**src/hdl/assert_macros.svh**
```systemverilog
// Assertion helpers for the RTL.
`ifndef ASSERT_MACROS_SVH
`define ASSERT_MACROS_SVH
`ifndef ASSERT_OFF
`define FDT_ASSERT(lbl, clk, rst, prop, msg) \
   lbl: assert property (@(posedge clk) disable iff (rst) prop) else $error(msg);
`define FDT_ASSERT_ALWAYS(lbl, clk, prop, msg) \
   lbl: assert property (@(posedge clk) prop) else $error(msg);
`else
`define FDT_ASSERT(lbl, clk, rst, prop, msg)
`define FDT_ASSERT_ALWAYS(lbl, clk, prop, msg)
`endif
`endif

```
**src/hdl/fdt_pkg.sv**
```systemverilog
package fdt_pkg;
   localparam int TABLE_DEPTH = 64;
   localparam int MAX_NODES   = 8;
   localparam int NODE_W      = 24;
   localparam int FACE_W      = 16;
   localparam int CNT_W       = 4;
   localparam int LEFT_W      = $clog2(TABLE_DEPTH + 1);
   localparam int PHASE_W     = $clog2(MAX_NODES + 1);

   typedef enum logic [1:0] {
      ST_ADDED = 2'd0,
      ST_DUP   = 2'd1,
      ST_FULL  = 2'd2
   } status_type;

   typedef logic [MAX_NODES-1:0][NODE_W-1:0] keys_type;

   typedef struct packed {
      logic                valid;
      logic                done;
      status_type          status;
      logic [FACE_W-1:0]   face_id;
      logic [CNT_W-1:0]    cnt;
      keys_type            keys;
      logic [FACE_W-1:0]   mid;
      logic [LEFT_W-1:0]   left;
   } query_type;
endpackage

```
**src/hdl/fdt_sorter.sv**
```systemverilog
module fdt_sorter (
   input  logic                     clock,
   input  logic                     reset,
   input  logic                     start,
   input  logic [fdt_pkg::CNT_W-1:0] cnt,
   input  fdt_pkg::keys_type        nodes,
   output logic                     done,
   output fdt_pkg::keys_type        keys
);
   import fdt_pkg::*;

   // MSB flags an unused slot so it sorts after every real id
   logic [MAX_NODES-1:0][NODE_W:0] work_ff, work_in;
   logic [PHASE_W-1:0]             phase_ff;
   logic                           run_ff, done_ff;

   always_comb begin
      work_in = work_ff;
      for (int i = 0; i < MAX_NODES - 1; i++) begin
         if ((i % 2) == int'(phase_ff[0]) && work_ff[i+1] < work_ff[i]) begin
            work_in[i]   = work_ff[i+1];
            work_in[i+1] = work_ff[i];
         end
      end
   end

   always_ff @(posedge clock) begin
      if (reset) begin
         run_ff   <= 1'b0;
         done_ff  <= 1'b0;
         phase_ff <= '0;
      end else begin
         done_ff <= 1'b0;
         if (start) begin
            run_ff   <= 1'b1;
            phase_ff <= '0;
            for (int i = 0; i < MAX_NODES; i++) begin
               if (CNT_W'(i) < cnt) work_ff[i] <= {1'b0, nodes[i]};
               else                 work_ff[i] <= {1'b1, {NODE_W{1'b0}}};
            end
         end else if (run_ff) begin
            work_ff  <= work_in;
            phase_ff <= phase_ff + PHASE_W'(1);
            if (phase_ff == PHASE_W'(MAX_NODES - 1)) begin
               run_ff  <= 1'b0;
               done_ff <= 1'b1;
            end
         end
      end
   end

   always_comb begin
      for (int i = 0; i < MAX_NODES; i++)
         keys[i] = work_ff[i][NODE_W] ? '0 : work_ff[i][NODE_W-1:0];
   end
   assign done = done_ff;
endmodule

```
**config.mk**
```make
export PLATFORM = sky130hd
export DESIGN_NAME = fdt_sorter
export DESIGN_NICKNAME = d
export VERILOG_FILES = /design/src/hdl/assert_macros.svh /design/src/hdl/fdt_pkg.sv /design/src/hdl/fdt_sorter.sv
export SDC_FILE = /design/constraint.sdc
export NUM_CORES = 1
export LEC_CHECK = 0
export ABC_AREA = 1
export BUFFER_PORTS_ARGS = -buffer_cell sky130_fd_sc_hd__buf_2
export CORE_AREA = 2 2 168 170
export DETAILED_ROUTE_END_ITERATION = 6
export DIE_AREA = 0 0 170 172
export PLACE_DENSITY = 0.87
export SYNTH_ARGS = -nofsm -noshare
export SYNTH_HDL_FRONTEND = slang
export SYNTH_SLANG_ARGS = --single-unit
```
**constraint.sdc**
```tcl
create_clock -name clock -period 9.4 [get_ports clock]
set_input_delay 1.41 -clock clock [delete_from_list [all_inputs] [get_ports clock]]
set_output_delay 1.41 -clock clock [all_outputs]
set_load 0.01 [all_outputs]
```
==> impl_metrics.py <==
metrics = {
    "run_status": {
        "outcome": "completed",
    },
    "logic_synthesis": {
        "ys_ff_latch": 206,
        "ys_seq_area_share_pct": 37.6,
        "syn_nets": 2635,
        "yosys.area.top_type": "edfxtp_1",
        "synth_area_um2": 16300,
        "synth_warnings": 0,
        "synthFlopType": "edfxtp_1",
        "synth_edf_count": 200,
        "avgSynthCellArea_um2": 7.18,
        "synthCells": 2267,
        "synthArstFlopShare_pct": 0,
        "synthTopCellsByArea": "edfxtp_1 (37%), nand2_1 (15%), ha_1 (13%)",
        "yosys.area.top_type_share_pct": 36.9,
        "synth_cell_types": 33,
    },
    "clocking": {
        "postCtsSetupBuffers": 0,
        "cts_max_level": 1,
        "root_buffer": "clkbuf_16",
        "clock-sinks": 206,
        "clock_path_buffers": 3,
        "cts_tree": "yes",
        "numCtsBuffers": 24,
        "worstSkewPairLatency_ns": 0.54,
        "clkTransAtPathRegs_ns": 0.06,
        "holdBufCountCts": 0,
        "cts.repair.resized": 0,
    },
    "pwr": {
        "vdd_drop_max_mv": 0.153,
        "clockPowerShare_pct": 28.7,
        "p_per_area_nw_per_um2": 160,
        "p_sw_mw": 1.08,
        "p_leak_nw": 9.93,
        "fin_total_pwr_mw": 3.03,
        "p_int_mw": 1.94,
        "switching_share_pct": 35.8,
        "share_comb_of_total_power_pct": 30.9,
        "p_seq_share_pct": 40.4,
    },
    "hold_path": {
        "hp-class": "reg2reg",
    },
    "global_routing": {
        "grt_pass1_wl_um": 82600,
        "grt_overflow": 0,
        "grt_antenna_before_repair": 3,
        "grt_max_degree": 100,
        "grt_use_total_pct": 36.3,
        "grt_pass1_vias": 16400,
    },
    "setup_path": {
        "r2r-end": "work_ff[75]",
        "crit_arrival_ns": 5.21,
        "endpoint_kind": "register",
        "crit_required_ns": 9.67,
        "cp_max_fo": 76,
        "reg2regPathDepth": 13,
        "r2r_start": "work_ff[74]",
        "cp-startpoint": "start",
        "critPathLaunchType": "input pin",
        "path_class": "in2reg",
        "rrSetupSlack_ns": 4.70,
        "crit_end": "work_ff[149]",
    },
    "detailed_routing": {
        "first_pass_iters": 6,
        "wl_per_cell_um": 18.6,
        "drc": 0,
        "vias": 17300,
        "ant_nets": 0,
        "drt_iter0_markers": 2183,
        "wl_um": 54800,
        "vias_per_cell": 5.88,
    },
    "timing": {
        "relSlewSlack_pct": 19.7,
        "worst_pin_slew_ns": 1.20,
        "fmax_mhz": 202,
        "finalSetupViolations": 0,
        "timing.setup.tns_ns": 0,
        "period_share_pct": 52.6,
        "timing.final.crit_period_ns": 4.94,
        "maxSlewViolCount": 0,
        "hold_viol_final": 0,
        "finClkSkew_ns": 0.0203,
        "grt_setup_unrepaired": "no",
    },
    "floorplanning": {
        "coreArea_um2": 27500,
        "ios": 392,
        "initial_core_util_pct": 59.2,
        "die_y_um": 172,
        "die_w_um": 170,
        "fp-row-count": 61,
        "die-area_um2": 29200,
    },
    "cells_and_area": {
        "final_util_pct": 68.9,
        "stdcell_area_um2": 18900,
        "layout-drive-gt1-share_pct": 17.3,
        "synthToLayoutAreaGrowth_pct": 16.3,
        "final_cells": 2940,
        "nNetsFinal": 2946,
    },
    "place": {
        "portBuffers": 391,
        "place_congestion": 0.934,
        "placed_cell_area_um2": 18200,
        "dp_hpwl_um": 42700,
        "dp.cells": 2898,
    },
    "job": {
        "max_cap_violations": 0,
    },
}
layout by cell type (no fill, tap or decap):
| cell | Yosys | layout |
|---|---|---|
| o21ai_1 | 1 | 1 |
| o211ai_1 | 2 | 2 |
| or2_1 | 1 | 1 |
| clkbuf_16 | 0 | 25 |
| nor2_1 | 364 | 363 |
| nor3_1 | 5 | 5 |
| o21ai_0 | 4 | 4 |
| clkinv_2 | 0 | 5 |
| a21oi_1 | 57 | 56 |
| buf_2 | 16 | 390 |
| nor2_2 | 4 | 5 |
| nand3_1 | 281 | 281 |
| o21a_1 | 3 | 3 |
| xnor2_1 | 1 | 1 |
| inv_1 | 282 | 282 |
| inv_2 | 4 | 3 |
| a21oi_2 | 2 | 3 |
| clkinv_1 | 0 | 2 |
| a21boi_0 | 1 | 1 |
| nand4_1 | 85 | 85 |
| and2_1 | 2 | 2 |
| clkbuf_1 | 84 | 8 |
| diode_2 | 0 | 3 |
| a21o_1 | 11 | 11 |
| edfxtp_1 | 200 | 200 |
| nor4_4 | 0 | 1 |
| a211oi_1 | 1 | 1 |
| ha_1 | 169 | 169 |
| nand2_1 | 634 | 634 |
| o22ai_1 | 25 | 25 |
| nor3b_1 | 1 | 1 |
| nand2_2 | 1 | 1 |
| nor2_4 | 1 | 1 |
| buf_4 | 9 | 13 |
| dfxtp_1 | 6 | 6 |
flip-flops by register name, summed over array words and instances (netlist names):
name / cells
run_ff: 1
work_ff: 200
phase_ff: 4
done: 1
cell type report:
cell class / instances / area [µm²]
antenna: 3 / 7.51
clock buffer: 33 / 656
clock inverter: 6 / 27.5
fill: 2387 / 8550
inverter: 286 / 1070
multi-input combinational: 1657 / 8550
sequential: 206 / 6130
tap: 346 / 433
timing repair buffer: 403 / 2050
cells in the mapped netlist (all sizes together) (6+ instances only):
| library cell | instances |
|---|---|
| inv | 286 |
| nand2 | 635 |
| o22ai | 25 |
| dfxtp | 6 |
| buf | 34 |
| nand4 | 85 |
| nor2 | 369 |
| ha | 169 |
| clkbuf | 84 |
| a21oi | 59 |
| nand3 | 281 |
| a21o | 11 |
| edfxtp | 200 |
logic make-up after synthesis:
| logic type | after synthesis | synth area share [%] |
|---|---|---|
| flip-flops | 206 | 37.6 |
| AO/OA/AOI/OAI | 107 | 3.81 |
| buffers and inverters | 404 | 9.93 |
| adder cells (fa/ha/maj) | 169 | 13.0 |
| AND/OR/NAND/NOR | 1380 | 35.6 |
| XOR/XNOR | 1 | 0.0538 |
worst min path at each step:
| stage | slack (ns) | cells past startpoint | to | start |
|---|---|---|---|---|
| 6_report | 0.52 | 2 | phase_ff[1] | phase_ff[1] |
| 3_3_place_gp | 0.48 | 2 | phase_ff[1] | phase_ff[1] |
| 5_1_grt | 0.53 | 2 | phase_ff[1] | phase_ff[1] |
| 3_5_place_dp | 0.49 | 2 | phase_ff[1] | phase_ff[1] |
| 2_1_floorplan | 0.44 | 2 | done | run_ff |
| 4_1_cts | 0.50 | 2 | phase_ff[1] | phase_ff[1] |
critical path, stage by stage:
cell and delay [ns]:
buf_4 0.63, clkinv_2 0.73, nor2_2 0.99, inv_1 0.27, a21oi_2 0.89, a21oi_1 0.09
nand2_1 0.13, nand2_1 0.05
power by group through the flow:
stage	Combinational [mW]	Sequential (mW)	Clock, mW
after global placement	0.864	1.23	0
after floorplan	0.625	1.19	0
after detailed placement	0.907	1.24	0
after CTS	0.916	1.22	0.861
after global routing	1.04	1.23	0.892
final	0.933	1.22	0.868
metrics by stage:
step                      setup slack (ns)  hold WS, ns
final                                 4.46        0.516
after detailed placement              4.13        0.489
after CTS                             4.66        0.502
after global placement                4.19        0.476
after global routing                  4.08        0.527
after floorplan                       6.35        0.443
routing by layer:
layer	part of all wire [%]	wire length, µm	track usage, %
met1	38	20600	46.3
met2	47	26000	61.2
met3	10	5570	5.22
met4	4.8	2660	17.1
met5	0	0	0
Power figures use the tool's default switching activity.
