File: src/hdl/assert_macros.svh
// Assertion helpers for the RTL.
`ifndef ASSERT_MACROS_SVH
`define ASSERT_MACROS_SVH
`ifndef ASSERT_OFF
`define FDT_ASSERT(lbl, clk, rst, prop, msg) \
   lbl: assert property (@(posedge clk) disable iff (rst) prop) else $error(msg);
`define FDT_ASSERT_ALWAYS(lbl, clk, prop, msg) \
   lbl: assert property (@(posedge clk) prop) else $error(msg);
`else
`define FDT_ASSERT(lbl, clk, rst, prop, msg)
`define FDT_ASSERT_ALWAYS(lbl, clk, prop, msg)
`endif
`endif

File: src/hdl/fdt_pkg.sv
package fdt_pkg;
   localparam int TABLE_DEPTH = 64;
   localparam int MAX_NODES   = 8;
   localparam int NODE_W      = 24;
   localparam int FACE_W      = 16;
   localparam int CNT_W       = 4;
   localparam int LEFT_W      = $clog2(TABLE_DEPTH + 1);
   localparam int PHASE_W     = $clog2(MAX_NODES + 1);

   typedef enum logic [1:0] {
      ST_ADDED = 2'd0,
      ST_DUP   = 2'd1,
      ST_FULL  = 2'd2
   } status_type;

   typedef logic [MAX_NODES-1:0][NODE_W-1:0] keys_type;

   typedef struct packed {
      logic                valid;
      logic                done;
      status_type          status;
      logic [FACE_W-1:0]   face_id;
      logic [CNT_W-1:0]    cnt;
      keys_type            keys;
      logic [FACE_W-1:0]   mid;
      logic [LEFT_W-1:0]   left;
   } query_type;
endpackage

File: src/hdl/fdt_cell.sv
module fdt_cell (
   input  logic               clock,
   input  logic               reset,
   input  fdt_pkg::query_type q_in,
   output fdt_pkg::query_type q_out
);
   import fdt_pkg::*;

   query_type         q_ff, q_in_next;
   logic [CNT_W-1:0]  cnt_ff;
   keys_type          keys_ff;
   logic [FACE_W-1:0] id_ff;
   logic              occupied, hit, app;

   assign occupied = q_in.left != '0;
   assign hit = q_in.valid && !q_in.done && occupied && q_in.cnt == cnt_ff
                && q_in.keys == keys_ff;
   // first free cell takes the face when nothing upstream matched
   assign app = q_in.valid && !q_in.done && !occupied;

   always_comb begin
      q_in_next      = q_in;
      q_in_next.left = occupied ? q_in.left - LEFT_W'(1) : '0;
      if (hit) begin
         q_in_next.done   = 1'b1;
         q_in_next.status = ST_DUP;
         q_in_next.mid    = id_ff;
      end else if (app) begin
         q_in_next.done   = 1'b1;
         q_in_next.status = ST_ADDED;
      end
   end

   always_ff @(posedge clock) begin
      if (reset) q_ff <= '0;
      else       q_ff <= q_in_next;
      if (app) begin
         cnt_ff  <= q_in.cnt;
         keys_ff <= q_in.keys;
         id_ff   <= q_in.face_id;
      end
   end

   assign q_out = q_ff;
endmodule
File: config.mk
export PLATFORM = sky130hd
export DESIGN_NAME = fdt_cell
export DESIGN_NICKNAME = d
export VERILOG_FILES = /design/src/hdl/assert_macros.svh /design/src/hdl/fdt_pkg.sv /design/src/hdl/fdt_cell.sv
export SDC_FILE = /design/constraint.sdc
export NUM_CORES = 1
export LEC_CHECK = 0
export ABC_CLOCK_PERIOD_IN_PS = 6620
export BUFFER_PORTS_ARGS = -buffer_cell sky130_fd_sc_hd__buf_2
export CAP_MARGIN = 5
export CORE_ASPECT_RATIO = 1.75
export CORE_MARGIN = 8
export CORE_UTILIZATION = 35
export CTS_CLUSTER_DIAMETER = 200
export DETAILED_ROUTE_END_ITERATION = 16
export SYNTH_ARGS = -nofsm -noshare
export SYNTH_HDL_FRONTEND = slang
export SYNTH_SLANG_ARGS = --single-unit
File: constraint.sdc
create_clock -name clock -period 6.62 [get_ports clock]
set_input_delay 1.324 -clock clock [delete_from_list [all_inputs] [get_ports clock]]
set_output_delay 1.324 -clock clock [all_outputs]
set_load 0.01 [all_outputs]
==> metrics.txt <==
# TYPE chip_impl_metric gauge
chip_impl_info{name="outcome",value="complete, no violations"} 1
chip_impl_metric{name="drt_pass1_iterations",unit=""} 5
chip_impl_metric{name="top_level_ports",unit=""} 480
chip_impl_metric{name="synth-seq-area-share",unit=""} 0.7180
chip_impl_metric{name="finalSetupTns",unit="ps"} 0
chip_impl_info{name="yosys_most_used_dff",value="dfxtp_1"} 1
chip_impl_metric{name="place_congestion",unit=""} 0.8318
chip_impl_metric{name="finClkSkew",unit="ps"} 24.12
chip_impl_metric{name="viasPerCell",unit=""} 4.605
chip_impl_metric{name="final-setup-viol-count",unit=""} 0
chip_impl_metric{name="finish.utilization",unit=""} 0.4522
chip_impl_metric{name="finish.net_count",unit=""} 1874
chip_impl_info{name="critical_path.top_delay_family",value="compound AO/OA/AOI/OAI gates"} 1
chip_impl_metric{name="synth_area_per_cell",unit="µm²"} 13.67
chip_impl_metric{name="synth_fp_nets",unit=""} 1379
chip_impl_metric{name="grt_remaining_overflow",unit=""} 0
chip_impl_info{name="classification_of_the_worst_slack_hold_path",value="reg2reg"} 1
chip_impl_metric{name="timing.critical_path.buf_inv",unit=""} 1
chip_impl_metric{name="synth_edf_count",unit=""} 212
chip_impl_metric{name="leakagePower",unit="nW"} 8.198
chip_impl_metric{name="initial_core_utilization",unit=""} 0.3527
chip_impl_metric{name="cts-resized-gates",unit=""} 0
chip_impl_metric{name="htree_levels",unit=""} 2
chip_impl_metric{name="row_count",unit=""} 102
chip_impl_metric{name="finalWirelength",unit="µm"} 47360
chip_impl_metric{name="power.ir.vdd_worst",unit="V"} 0.0002076
chip_impl_info{name="worstPathCellList",value="buf_2 > xor2_1 > a221oi_1 > o2111ai_1 > nor4_1 > nand4_1 > o21ai_0 > a21oi_1"} 1
chip_impl_metric{name="asyncSetResetFlopFracSynth",unit=""} 0
chip_impl_metric{name="tritoncts_num_sinks",unit=""} 451
chip_impl_metric{name="die_area",unit="mm²"} 0.05163
chip_impl_info{name="ctsRootBufferMaster",value="clkbuf_16"} 1
chip_impl_info{name="critical_path.reg2reg.startpoint",value="keys_ff[136]$_DFFE_PP_"} 1
chip_impl_metric{name="port_buffers",unit=""} 479
chip_impl_metric{name="tightest_slew",unit="ps"} 860.0
chip_impl_metric{name="sum_of_internal_switching_and_leakage_power",unit="W"} 0.005746
chip_impl_metric{name="critPathRequiredTime",unit="ps"} 7010
chip_impl_metric{name="wl_per_cell",unit="µm"} 21.10
chip_impl_metric{name="final_layout_size_suffix_gt1_frac",unit=""} 0.3305
chip_impl_metric{name="max_slew_margin",unit=""} 0.4214
chip_impl_info{name="timing.critical_path.to_type",value="flip-flop"} 1
chip_impl_metric{name="groute.usage.overall",unit=""} 0.1747
chip_impl_info{name="cts_tree",value="yes"} 1
chip_impl_metric{name="drt_iter0_markers",unit=""} 624
chip_impl_metric{name="ctsHoldBuffers",unit=""} 0
chip_impl_metric{name="drv_cap",unit=""} 0
chip_impl_info{name="cp_slowest_cell",value="nand4_1"} 1
chip_impl_metric{name="fillcell_total",unit=""} 4103
chip_impl_metric{name="synthToLayoutAreaGrowth",unit="%"} 28.21
chip_impl_info{name="rsz0062_at_grt",value="no"} 1
chip_impl_metric{name="timing_hold_violations_final",unit=""} 0
chip_impl_metric{name="number_of_global_route_vias_before_repair",unit=""} 10860
chip_impl_metric{name="netlist_area",unit="mm²"} 0.01553
chip_impl_metric{name="numCtsBuffers",unit=""} 41
chip_impl_info{name="path_class",value="in2reg"} 1
chip_impl_metric{name="timing.final.max_slew_violations",unit=""} 0
chip_impl_metric{name="dp.cells",unit=""} 2160
chip_impl_metric{name="insertion_delay",unit="ps"} 550
chip_impl_metric{name="post_cts_repair_timing_setup_buffer_count",unit=""} 0
chip_impl_metric{name="power_density",unit="mW/mm²"} 288.6
chip_impl_metric{name="layout.cells.non_filler",unit=""} 2245
chip_impl_metric{name="fp.dieH",unit="µm"} 294.7
chip_impl_metric{name="synth_cell_types",unit=""} 40
chip_impl_metric{name="worst-r2r-setup-slack",unit="ps"} 3380
chip_impl_metric{name="min_delay_path_depth",unit=""} 2
chip_impl_metric{name="clkTransAtPathRegs",unit="ps"} 70
chip_impl_metric{name="critical_path_peak_fanout",unit=""} 16
chip_impl_metric{name="timing.final.crit_share",unit=""} 0.5665
chip_impl_metric{name="postRouteAntennaNets",unit=""} 0
chip_impl_metric{name="grt_pass1_wl",unit="µm"} 67730
chip_impl_metric{name="synth-seq-cells",unit=""} 451
chip_impl_metric{name="cts_buffer_depth",unit=""} 3
chip_impl_metric{name="final.min_clock_period",unit="ps"} 3750
chip_impl_metric{name="fmax",unit="MHz"} 266.7
chip_impl_metric{name="floorplan.core_area",unit="mm²"} 0.04403
chip_impl_metric{name="final_cell_area",unit="mm²"} 0.01991
chip_impl_metric{name="die-width",unit="µm"} 175.2
chip_impl_metric{name="synthesis.yosys.warnings",unit=""} 0
chip_impl_info{name="critPathLaunch",value="q_in[159]"} 1
chip_impl_metric{name="place.detailed.hpwl",unit="µm"} 37130
chip_impl_metric{name="vias",unit=""} 10340
chip_impl_metric{name="antenna_found_initial",unit=""} 13
chip_impl_metric{name="worstSetupPathDepth",unit=""} 8
chip_impl_metric{name="drcViolationCount",unit=""} 0
chip_impl_metric{name="worst-r2r-cell-count",unit=""} 7
chip_impl_info{name="critical_path.startpoint_type",value="primary input"} 1
chip_impl_metric{name="syn-instance-count",unit=""} 1136
chip_impl_metric{name="crit_path_max_incr_delay",unit="ps"} 700
chip_impl_metric{name="grt_start_max_net_pins",unit=""} 133
chip_impl_info{name="worstReg2RegEnd",value="q_out[8]$_SDFF_PP0_"} 1
chip_impl_metric{name="total_placed_instance_area",unit="mm²"} 0.01858
chip_impl_info{name="crit_path_end",value="q_out[8]$_SDFF_PP0_"} 1
chip_impl_metric{name="worst_ep_arrival_time",unit="ps"} 4140
layout by cell type, fill, tap and decap left out, types with 3 or more instances in the layout:
| master | netlist | routed |
|---|---|---|
| clkinv_2 | 0 | 7 |
| o221ai_1 | 4 | 4 |
| nand4_1 | 21 | 21 |
| a2111o_1 | 8 | 8 |
| nor4_1 | 30 | 30 |
| o22ai_1 | 11 | 11 |
| clkbuf_1 | 27 | 10 |
| nor2_1 | 38 | 38 |
| a221o_1 | 3 | 3 |
| inv_1 | 55 | 54 |
| clkbuf_8 | 0 | 5 |
| edfxtp_1 | 212 | 212 |
| buf_4 | 0 | 3 |
| o21ai_0 | 6 | 6 |
| o2111ai_1 | 12 | 12 |
| nor2b_1 | 236 | 236 |
| clkbuf_16 | 0 | 45 |
| buf_2 | 3 | 478 |
| clkinvlp_4 | 0 | 3 |
| nand2_1 | 5 | 5 |
| a2111oi_0 | 8 | 8 |
| nand2b_1 | 33 | 33 |
| o2bb2ai_1 | 4 | 4 |
| a21oi_1 | 18 | 18 |
| dfxtp_1 | 239 | 239 |
| xnor2_1 | 54 | 54 |
| diode_2 | 0 | 12 |
| xor2_1 | 65 | 65 |
| nand3_1 | 16 | 16 |
| o21ai_1 | 9 | 9 |
worst reg2reg max path: stages, from the launching register on:
cell	delay, ps
edfxtp_1	380
xor2_1	170
a221oi_1	600
o2111ai_1	240
nor4_1	470
nand4_1	700
o21ai_0	450
a21oi_1	100
cell families (layout without fill, tap and decap cells):
logic type / after synthesis / in the layout / synth area share
simple gates: 387 / 387 / 0.1484
buf+inv: 87 / 612 / 0.02224
other cells: 0 / 12 / 0
compound gates: 90 / 90 / 0.04262
flops: 451 / 451 / 0.7180
fa+ha+maj: 2 / 2 / 0.001611
xor+xnor: 119 / 119 / 0.06711
per-layer routing:
metal  GRT usage  wire, µm  vias to the layer above
met5           0        37                        -
met4     0.08568      2125                        6
met3     0.04898      3436                       96
met2      0.3213     24860                      401
met1      0.1783     16910                     4927
li1            -         -                     4908
sequential cells by signal, indices dropped and copies added, names as in the netlist:
signal / count
cnt_ff: 4
id_ff: 16
keys_ff: 192
q_out: 239
worst min-delay path by stage:
stage	start	to
finish	id_ff[15]$_DFFE_PP_	q_out[22]$_SDFF_PP0_
global route	id_ff[3]$_DFFE_PP_	q_out[10]$_SDFF_PP0_
CTS	id_ff[15]$_DFFE_PP_	q_out[22]$_SDFF_PP0_
detailed placement	id_ff[0]$_DFFE_PP_	q_out[7]$_SDFF_PP0_
global placement	id_ff[1]$_DFFE_PP_	q_out[8]$_SDFF_PP0_
floorplan	id_ff[3]$_DFFE_PP_	q_out[10]$_SDFF_PP0_
Yosys cell counts (2+ instances only):
cell | instances | area, µm²
o21ai_1 | 9 | 45.04
o22ai_1 | 11 | 68.82
xor2_1 | 65 | 569.3
a221o_1 | 3 | 30.03
nor4_1 | 30 | 187.7
buf_6 | 2 | 22.52
nand3_1 | 16 | 80.08
o2111ai_1 | 12 | 105.1
nor2_1 | 38 | 142.6
nor2b_1 | 236 | 1476
nand2_1 | 5 | 18.77
xnor2_1 | 54 | 473.0
o221ai_1 | 4 | 35.03
dfxtp_1 | 239 | 4785
buf_2 | 3 | 15.01
nand2b_1 | 33 | 206.5
inv_1 | 55 | 206.5
a21oi_1 | 18 | 90.09
a2111oi_0 | 8 | 70.07
ha_1 | 2 | 25.02
nand4_1 | 21 | 131.4
o2bb2ai_1 | 4 | 35.03
clkbuf_1 | 27 | 101.4
o21ai_0 | 6 | 30.03
a22oi_1 | 2 | 15.01
a2111o_1 | 8 | 90.09
edfxtp_1 | 212 | 6366
layout make-up:
| type | instances | area [µm²] | share of cell area |
|---|---|---|---|
| Inverter | 55 | 210.2 | 0.01056 |
| Tap cell | 572 | 715.7 | 0.03594 |
| Clock buffer | 59 | 1219 | 0.06120 |
| Sequential cell | 451 | 11150 | 0.5600 |
| Clock inverter | 14 | 83.83 | 0.004210 |
| Timing Repair Buffer | 484 | 2469 | 0.1240 |
| Multi-Input combinational cell | 598 | 4034 | 0.2026 |
| Antenna cell | 12 | 30.03 | 0.001508 |
report_power, final:
part           internal, W  switching (W)  total (W)
registers          0.00299      0.0000197    0.00301
clock network      0.00129        0.00103    0.00232
logic             0.000175       0.000239   0.000414
stage by stage:
step | hold WS [ps] | setup slack (ps)
4_1_cts | 532.6 | 2850
2_1_floorplan | 507.9 | 1217
3_5_place_dp | 520.0 | 2305
5_1_grt | 554.4 | 2658
6_report | 529.2 | 2870
3_3_place_gp | 516.5 | 2293
No activity file was read; power rests on OpenSTA's default activity.
